### src/chd_pkg.sv
`timescale 1ns / 1ps
// ----------------------------------------------------------------------------
// chd_pkg
// Shared types, codes and helpers for the chunked HTTP body decoder.
// ----------------------------------------------------------------------------
package chd_pkg;

  localparam logic [31:0] CHUNK_LIMIT_RST = 32'h0fff_ffff;
  localparam logic [7:0]  CH_CR           = 8'h0d;
  localparam logic [7:0]  CH_LF           = 8'h0a;
  localparam logic [7:0]  CH_SP           = 8'h20;

  typedef enum logic [1:0] {
    KIND_BEGIN  = 2'd0,
    KIND_BYTE   = 2'd1,
    KIND_FINISH = 2'd2,
    KIND_NONE   = 2'd3
  } kind_e;

  typedef enum logic [3:0] {
    PH_IDLE   = 4'd0,
    PH_BODY   = 4'd1,
    PH_SIZE   = 4'd2,
    PH_SPACES = 4'd3,
    PH_EXT    = 4'd4,
    PH_DATA   = 4'd5,
    PH_CRLF   = 4'd6,
    PH_FINAL  = 4'd7,
    PH_END    = 4'd8,
    PH_ERROR  = 4'd9
  } phase_e;

  typedef struct packed {
    logic [1:0]  kind;
    logic        chunked;
    logic [31:0] body_length;
    logic [7:0]  data_byte;
  } chd_item_t;

  typedef struct packed {
    logic       body_valid;
    logic [7:0] body_byte;
    logic       consumed;
    logic [3:0] phase;
    logic       finish_ok;
  } chd_result_t;

  typedef struct packed {
    phase_e      phase;
    logic [31:0] remaining;
  } chd_state_t;

  // hex digit decode: {is_hex, value}
  function automatic logic [4:0] hex_decode(input logic [7:0] c);
    logic [4:0] r;
    r = 5'd0;
    if (c >= 8'h30 && c <= 8'h39) r = {1'b1, 4'(c - 8'h30)};
    else if (c >= 8'h41 && c <= 8'h46) r = {1'b1, 4'(c - 8'h37)};
    else if (c >= 8'h61 && c <= 8'h66) r = {1'b1, 4'(c - 8'h57)};
    return r;
  endfunction

endpackage

### src/chd_intf.sv
`timescale 1ns / 1ps
// ----------------------------------------------------------------------------
// chd_intf
// Valid/ready channels for decoder input items and result items.
// ----------------------------------------------------------------------------
interface chd_in_if;
  logic        valid;
  logic        ready;
  logic [1:0]  kind;
  logic        chunked;
  logic [31:0] body_length;
  logic [7:0]  data_byte;

  modport source (output valid, kind, chunked, body_length, data_byte, input ready);
  modport sink   (input valid, kind, chunked, body_length, data_byte, output ready);
endinterface

interface chd_out_if;
  logic       valid;
  logic       ready;
  logic       body_valid;
  logic [7:0] body_byte;
  logic       consumed;
  logic [3:0] phase;
  logic       finish_ok;

  modport source (output valid, body_valid, body_byte, consumed, phase, finish_ok,
                  input ready);
  modport sink   (input valid, body_valid, body_byte, consumed, phase, finish_ok,
                  output ready);
endinterface

### src/chd_step.sv
`timescale 1ns / 1ps
// ----------------------------------------------------------------------------
// chd_step
// Next-state and result logic for one item against the current parse state.
// ----------------------------------------------------------------------------
module chd_step (
  input  chd_pkg::chd_state_t  cur_i,
  input  chd_pkg::chd_item_t   item_i,
  input  logic [31:0]          limit_i,
  output chd_pkg::chd_state_t  nxt_o,
  output chd_pkg::chd_result_t res_o
);
  import chd_pkg::*;

  logic [4:0]  hex;
  logic [35:0] size_acc;
  logic        size_over;
  logic        ok;
  logic [7:0]  c;
  phase_e      ext_nxt;
  chd_state_t  nxt;
  chd_result_t res;

  assign c         = item_i.data_byte;
  assign hex       = hex_decode(c);
  assign size_acc  = {cur_i.remaining, 4'h0} + {32'd0, hex[3:0]};
  assign size_over = size_acc > {4'd0, limit_i};
  assign ext_nxt   = (c == CH_LF) ? ((cur_i.remaining == 32'd0) ? PH_FINAL : PH_DATA)
                                  : PH_EXT;

  always_comb begin
    nxt = cur_i;
    res = '0;
    ok  = 1'b1;
    case (kind_e'(item_i.kind))
      KIND_BEGIN: begin
        if (item_i.chunked) begin
          nxt.phase     = PH_SIZE;
          nxt.remaining = 32'd0;
        end else begin
          nxt.phase     = PH_BODY;
          nxt.remaining = item_i.body_length;
        end
      end
      KIND_FINISH: begin
        res.finish_ok = (cur_i.phase == PH_END);
        nxt.phase     = PH_IDLE;
      end
      KIND_BYTE: begin
        res.consumed = 1'b1;
        case (cur_i.phase)
          PH_BODY: begin
            if (cur_i.remaining == 32'd0) begin
              res.consumed = 1'b0;
              nxt.phase    = PH_END;
            end else begin
              res.body_valid = 1'b1;
              res.body_byte  = c;
              nxt.remaining  = cur_i.remaining - 32'd1;
              if (cur_i.remaining == 32'd1) nxt.phase = PH_END;
            end
          end
          PH_SIZE: begin
            if (hex[4]) begin
              if (size_over) ok = 1'b0;
              else nxt.remaining = size_acc[31:0];
            end else if (c == CH_SP) begin
              nxt.phase = PH_SPACES;
            end else if (c == CH_CR || c == CH_LF) begin
              nxt.phase = ext_nxt;
            end else begin
              ok = 1'b0;
            end
          end
          PH_SPACES: begin
            if (c != CH_SP) nxt.phase = ext_nxt;
          end
          PH_EXT: begin
            nxt.phase = ext_nxt;
          end
          PH_DATA: begin
            res.body_valid = 1'b1;
            res.body_byte  = c;
            if (cur_i.remaining != 32'd0) nxt.remaining = cur_i.remaining - 32'd1;
            if (cur_i.remaining <= 32'd1) nxt.phase = PH_CRLF;
          end
          PH_CRLF: begin
            if (c == CH_LF) nxt.phase = PH_SIZE;
            else if (c != CH_CR) ok = 1'b0;
          end
          PH_FINAL: begin
            if (c == CH_LF) nxt.phase = PH_END;
            else if (c != CH_CR) ok = 1'b0;
          end
          default: ok = 1'b0;
        endcase
        if (!ok) begin
          nxt.phase      = PH_ERROR;
          res.consumed   = 1'b0;
          res.body_valid = 1'b0;
          res.body_byte  = 8'd0;
        end
      end
      default: ;
    endcase
    res.phase = nxt.phase;
  end

  assign nxt_o = nxt;
  assign res_o = res;

endmodule

### src/http_chunked_body_decoder.sv
`timescale 1ns / 1ps
// ----------------------------------------------------------------------------
// http_chunked_body_decoder
// Deframes an HTTP message body (chunked or length-delimited), one byte/item.
// ----------------------------------------------------------------------------
// Usage:
//   in_i  : items of kind begin (mode, content length), body byte, or finish.
//   out_o : one result per item: payload byte flag and value, consumed flag,
//           parse phase after the item, and finish status.
//   cfg   : cfg_we_i/cfg_wdata_i write the chunk size limit; write only while
//           no item is in flight.
// Path: an accepted item waits in the input register, and its result is
//   registered on out_o as it moves on, when out_o is not stalled.
// Throughput: one item per cycle unless out_o stalls; the input register feeds
//   the step logic straight into the result register, and parse state updates
//   as the item moves across.
// Stall: while a result waits on out_o, the input register still takes one
//   more item; in_i.ready then drops until out_o.ready frees the result slot.
// Reset: phase idle, remaining count zero, limit 0x0fffffff, both stages empty.
// ----------------------------------------------------------------------------
module http_chunked_body_decoder (
  input  logic        clk_i,
  input  logic        rst_ni,
  input  logic        cfg_we_i,
  input  logic [31:0] cfg_wdata_i,
  chd_in_if.sink      in_i,
  chd_out_if.source   out_o
);
  import chd_pkg::*;

  logic [31:0] limit_val_q;
  logic        s1_valid_q;
  chd_item_t   s1_item_q;
  logic        out_valid_q;
  chd_result_t out_res_q;
  chd_state_t  state_q;
  chd_state_t  state_d;
  chd_result_t res_d;
  logic        adv;
  logic        in_take;

  assign adv     = s1_valid_q && (!out_valid_q || out_o.ready);
  assign in_i.ready = !s1_valid_q || adv;
  assign in_take = in_i.valid && in_i.ready;

  chd_step u_step (
    .cur_i  (state_q),
    .item_i (s1_item_q),
    .limit_i(limit_val_q),
    .nxt_o  (state_d),
    .res_o  (res_d)
  );

  always_ff @(posedge clk_i or negedge rst_ni) begin
    if (!rst_ni) begin
      limit_val_q <= CHUNK_LIMIT_RST;
      s1_valid_q  <= 1'b0;
      out_valid_q <= 1'b0;
      state_q     <= '{phase: PH_IDLE, remaining: 32'd0};
    end else begin
      if (cfg_we_i) limit_val_q <= cfg_wdata_i;
      if (in_take) s1_valid_q <= 1'b1;
      else if (adv) s1_valid_q <= 1'b0;
      if (adv) begin
        out_valid_q <= 1'b1;
        state_q     <= state_d;
      end else if (out_o.ready) begin
        out_valid_q <= 1'b0;
      end
    end
  end

  always_ff @(posedge clk_i) begin
    if (in_take) begin
      s1_item_q <= '{kind: in_i.kind, chunked: in_i.chunked,
                     body_length: in_i.body_length, data_byte: in_i.data_byte};
    end
    if (adv) out_res_q <= res_d;
  end

  assign out_o.valid      = out_valid_q;
  assign out_o.body_valid = out_res_q.body_valid;
  assign out_o.body_byte  = out_res_q.body_byte;
  assign out_o.consumed   = out_res_q.consumed;
  assign out_o.phase      = out_res_q.phase;
  assign out_o.finish_ok  = out_res_q.finish_ok;

endmodule

### src/flat_wrapper.sv
// flat-port wrapper written by rule: the top's interface ports become plain ports
module http_chunked_body_decoder_flat import chd_pkg::*;
  (clk_i, rst_ni, cfg_we_i, cfg_wdata_i, in_i_valid, in_i_kind, in_i_chunked, in_i_body_length, in_i_data_byte, in_i_ready, out_o_valid, out_o_body_valid, out_o_body_byte, out_o_consumed, out_o_phase, out_o_finish_ok, out_o_ready);
  chd_in_if in_i_i ();
  chd_out_if out_o_i ();
  input  logic clk_i;
  input  logic rst_ni;
  input  logic cfg_we_i;
  input  logic [31:0] cfg_wdata_i;
  input wire logic [$bits(in_i_i.valid)-1:0] in_i_valid;
  input wire logic [$bits(in_i_i.kind)-1:0] in_i_kind;
  input wire logic [$bits(in_i_i.chunked)-1:0] in_i_chunked;
  input wire logic [$bits(in_i_i.body_length)-1:0] in_i_body_length;
  input wire logic [$bits(in_i_i.data_byte)-1:0] in_i_data_byte;
  output wire logic [$bits(in_i_i.ready)-1:0] in_i_ready;
  output wire logic [$bits(out_o_i.valid)-1:0] out_o_valid;
  output wire logic [$bits(out_o_i.body_valid)-1:0] out_o_body_valid;
  output wire logic [$bits(out_o_i.body_byte)-1:0] out_o_body_byte;
  output wire logic [$bits(out_o_i.consumed)-1:0] out_o_consumed;
  output wire logic [$bits(out_o_i.phase)-1:0] out_o_phase;
  output wire logic [$bits(out_o_i.finish_ok)-1:0] out_o_finish_ok;
  input wire logic [$bits(out_o_i.ready)-1:0] out_o_ready;
  assign in_i_i.valid = in_i_valid;
  assign in_i_i.kind = in_i_kind;
  assign in_i_i.chunked = in_i_chunked;
  assign in_i_i.body_length = in_i_body_length;
  assign in_i_i.data_byte = in_i_data_byte;
  assign in_i_ready = in_i_i.ready;
  assign out_o_valid = out_o_i.valid;
  assign out_o_body_valid = out_o_i.body_valid;
  assign out_o_body_byte = out_o_i.body_byte;
  assign out_o_consumed = out_o_i.consumed;
  assign out_o_phase = out_o_i.phase;
  assign out_o_finish_ok = out_o_i.finish_ok;
  assign out_o_i.ready = out_o_ready;
  http_chunked_body_decoder u_core (.clk_i(clk_i), .rst_ni(rst_ni), .cfg_we_i(cfg_we_i), .cfg_wdata_i(cfg_wdata_i), .in_i(in_i_i), .out_o(out_o_i));
endmodule
### config.mk
export PLATFORM = sky130hd
export DESIGN_NAME = http_chunked_body_decoder_flat
export DESIGN_NICKNAME = d
export VERILOG_FILES = /design/src/chd_pkg.sv /design/src/chd_intf.sv /design/src/chd_step.sv /design/src/http_chunked_body_decoder.sv /design/src/flat_wrapper.sv
export SDC_FILE = /design/constraint.sdc
export NUM_CORES = 1
export LEC_CHECK = 0
export ABC_AREA = 1
export BUFFER_PORTS_ARGS = -buffer_cell sky130_fd_sc_hd__clkbuf_2
export CAP_MARGIN = 20
export CORE_MARGIN = 2
export CORE_UTILIZATION = 30
export CTS_CLUSTER_SIZE = 16
export DETAILED_ROUTE_END_ITERATION = 10
export GPL_TIMING_DRIVEN = 0
export PLACE_DENSITY = 0.58
export SLEW_MARGIN = 20
export SYNTH_ARGS = -nofsm -noshare
export SYNTH_HDL_FRONTEND = slang
export SYNTH_SLANG_ARGS = --single-unit
export TNS_END_PERCENT = 20
### constraint.sdc
create_clock -name clk_i -period 4.9 [get_ports clk_i]
set_input_delay 0.49 -clock clk_i [delete_from_list [all_inputs] [get_ports clk_i]]
set_output_delay 0.49 -clock clk_i [all_outputs]
set_load 0.01 [all_outputs]
==> impl_metrics.csv <==
group,metric,value,unit
status,status,"finished, final reports clean",
layout,mostFrequentLayoutCells,"nand2_1, inv_1, clkbuf_2, nor2_1, edfxtp_1",
clocking,clk_latency,430,ps
global_route,grt_start_max_net_pins,38,
global_route,gr-total-overflow,0,
yosys,syn-num-nets,957,
clocking,cts_num_sinks,128,
global_route,antenna_found_initial,0,
drt,wl_per_cell,15.32,µm
global_route,gr-usage-all-layers,0.1607,
yosys,synth_edf_count,58,
yosys,synth_area_per_cell,8.670,µm²
setup_path,cp_max_fo,10,
drt,drc_errors,0,
clocking,ctsHoldBuffers,0,
die,coreArea,0.02361,mm²
yosys,syn-cell-area,0.007274,mm²
layout,drive_above_1_share,0.2190,
die,die_w,159.7,µm
pwr,peakVddDrop,218.1,µV
setup_path,cp-end-kind,"flop",
timing,fin_crit,3593,ps
clocking,cts_made_buffers,17,
yosys,synth_ff_type,"edfxtp_1",
timing,hold_viol_final,0,
yosys,yosysWarnings,0,
hold_path,hold_class,"in -> async",
drt,final_antenna_net_count,0,
setup_path,critPathLaunchType,"flop",
drt,drtIter0Drc,410,
setup_path,worstSetupPathType,"reg -> reg",
timing,finalSetupViolations,0,
drt,firstDrtPassIters,5,
timing,fin_crit_sh,0.7332,
timing,final_max_slew_viol_count,0,
timing,finClkSkew,7.955,ps
layout,fin_nets,1073,
layout,diodes,0,
die,die_area,0.02551,mm²
setup_path,arrival,3940,ps
clocking,cts.path.max_buffers,2,
clocking,cts_tree,"yes",
yosys,ys_seq_elements,128,
timing,finalSetupTns,0,ps
placed_design,dp_hpwl,14450,µm
pwr,leakagePower,0.003929,µW
placed_design,gp_congestion,0.8939,
timing,tightestPinTransition,795.9,ps
drt,vias,6017,
clocking,clkTransAtPathRegs,60,ps
die,start_util,0.3081,
die,io_pins,97,
clocking,root_buffer,"clkbuf_16",
pwr,p_per_area,477.6,mW/mm²
timing,hold_ws,64.41,ps
run,drv_cap,0,
layout,final_util,0.3722,
clocking,postCtsSetupRepairBufs,0,
timing,fmax,278.3,MHz
yosys,synth-async-reset-ratio,0.5469,
global_route,grt_pass1_vias,6133,
yosys,netlist_instances,839,
drt,vias_per_cell,4.675,
yosys,yosysUniqueCellTypes,52,
placed_design,port_buffers,95,
layout,syn2layout_area_growth,20.81,%
die,rows,56,
clocking,htreeDepth,4,
yosys,yosysSeqAreaShare,0.4850,
global_route,grt_pass1_wl,32190,µm
layout,layout.cells.most_common,"nand2_1",
clocking,post_cts_resized,0,
drt,routed_wl,19720,µm
setup_path,cp.required,5250,ps
timing,slew_headroom,0.4688,
die,die_h,159.7,µm
timing,rsz0062_at_grt,"false",
## worst paths after layout
check,start,endpoint,slack [ps],cells past startpoint
worst max-delay path,u_core.s1_item_q[0],u_core.state_q[22],1310,27
worst min-delay path,rst_ni,u_core.state_q[11],60,1
worst min register to register,u_core.limit_val_q[22],u_core.limit_val_q[22],490,2
worst max register to register,u_core.s1_item_q[0],u_core.state_q[22],1310,27
min in group clk_i,in_i_body_length[5],u_core.s1_item_q[13],230,1
max in group asynchronous,rst_ni,u_core.limit_val_q[23],4180,2
## final cells by class
class	instances	area (µm²)
Clock inverter	13	163.9
Multi-Input combinational cell	577	3203
Inverter	113	430.4
Sequential cell	128	3528
Tap cell	319	399.1
Clock buffer	19	432.9
Fill cell	2440	14820
Timing Repair Buffer	97	518.0
Buffer	21	112.6
## cell families (layout without fill, tap and decap cells)
| family | count (synthesis) | after routing | synth area share |
|---|---|---|---|
| and+or+nand+nor | 368 | 368 | 0.2289 |
| AOI/OAI and AO/OA | 155 | 155 | 0.1264 |
| buffers and inverters | 134 | 263 | 0.07464 |
| DFF | 128 | 128 | 0.4850 |
| adders and majority gates | 38 | 38 | 0.06536 |
| xor gates and xnor gates | 15 | 15 | 0.01806 |
| muxes | 1 | 1 | 0.001548 |
## synth_stat cells, drive strengths merged, types with 3 or more instances
| cell type | number | area (µm²) |
|---|---|---|
| a21o | 3 | 22.52 |
| a21oi | 31 | 155.2 |
| a22oi | 18 | 135.1 |
| a31oi | 15 | 108.9 |
| buf | 7 | 60.05 |
| clkbuf | 14 | 52.55 |
| dfrtp | 42 | 1051 |
| dfstp | 28 | 735.7 |
| edfxtp | 58 | 1742 |
| ha | 38 | 475.5 |
| inv | 111 | 421.7 |
| nand2 | 204 | 788.3 |
| nand3 | 41 | 220.2 |
| nand3b | 4 | 30.03 |
| nand4 | 7 | 58.81 |
| nor2 | 93 | 440.4 |
| nor3 | 14 | 80.08 |
| nor4 | 3 | 33.78 |
| o21ai | 71 | 362.8 |
| o22ai | 4 | 25.02 |
| xor2 | 13 | 113.9 |
## power breakdown
group / leakage (µW) / switching [µW] / internal [µW]
registers: 0.00138 / 272 / 1350
clock network: 0.000283 / 501 / 799
logic: 0.00227 / 804 / 467
## sequential cells by signal (all words and copies together) (netlist names)
register / flops
u_core.out_o.body_byte: 8
u_core.s1_item_q: 43
u_core.limit_val_q: 32
u_core.out_o.phase: 4
u_core.out_o.body_valid: 1
u_core.out_o.valid: 1
u_core.out_o.consumed: 1
u_core.out_o.finish_ok: 1
u_core.s1_valid_q: 1
u_core.state_q: 36
## worst max-delay path, stage by stage, from the launching register on
cell and delay, ps:
edfxtp_1 370, inv_1 130, ha_1 260, o21ai_0 190, nand2_1 80, nand2_1 140, inv_1 70, nor2_1 140
inv_1 110, nand2_1 130, inv_1 60, ha_1 280, nand2_1 90, inv_1 40, nand2_1 60, nand2_1 80
nand3_1 150, nand2_1 70, nor2_1 90, nand2_1 140, nand2_1 90, nand2_1 50, nand2_1 90, nand2_4 120
inv_6 140, buf_6 160, nor2_1 50, a31oi_1 150
## per-stage QoR
step	power, µW	worst slack [ps]	std cells	area (µm²)
final	4198	1307	1287	8788
after global placement	2875	1382	1253	8149
after CTS	4224	1309	1287	8788
after detailed placement	2899	1351	1255	8192
after global routing	4496	782.0	1287	8788
after floorplan	2514	2098	839	7274
## metal layers
layer	GRT usage	part of all wire	wire length, µm	vias to the layer above
li1	-	-	-	3037
met1	0.2141	0.47	9246	2760
met2	0.2590	0.46	9051	191
met3	0.03584	0.055	1089	29
met4	0.05289	0.017	331	0
met5	0	0	0	-
No activity file was read; power rests on OpenSTA's default activity.
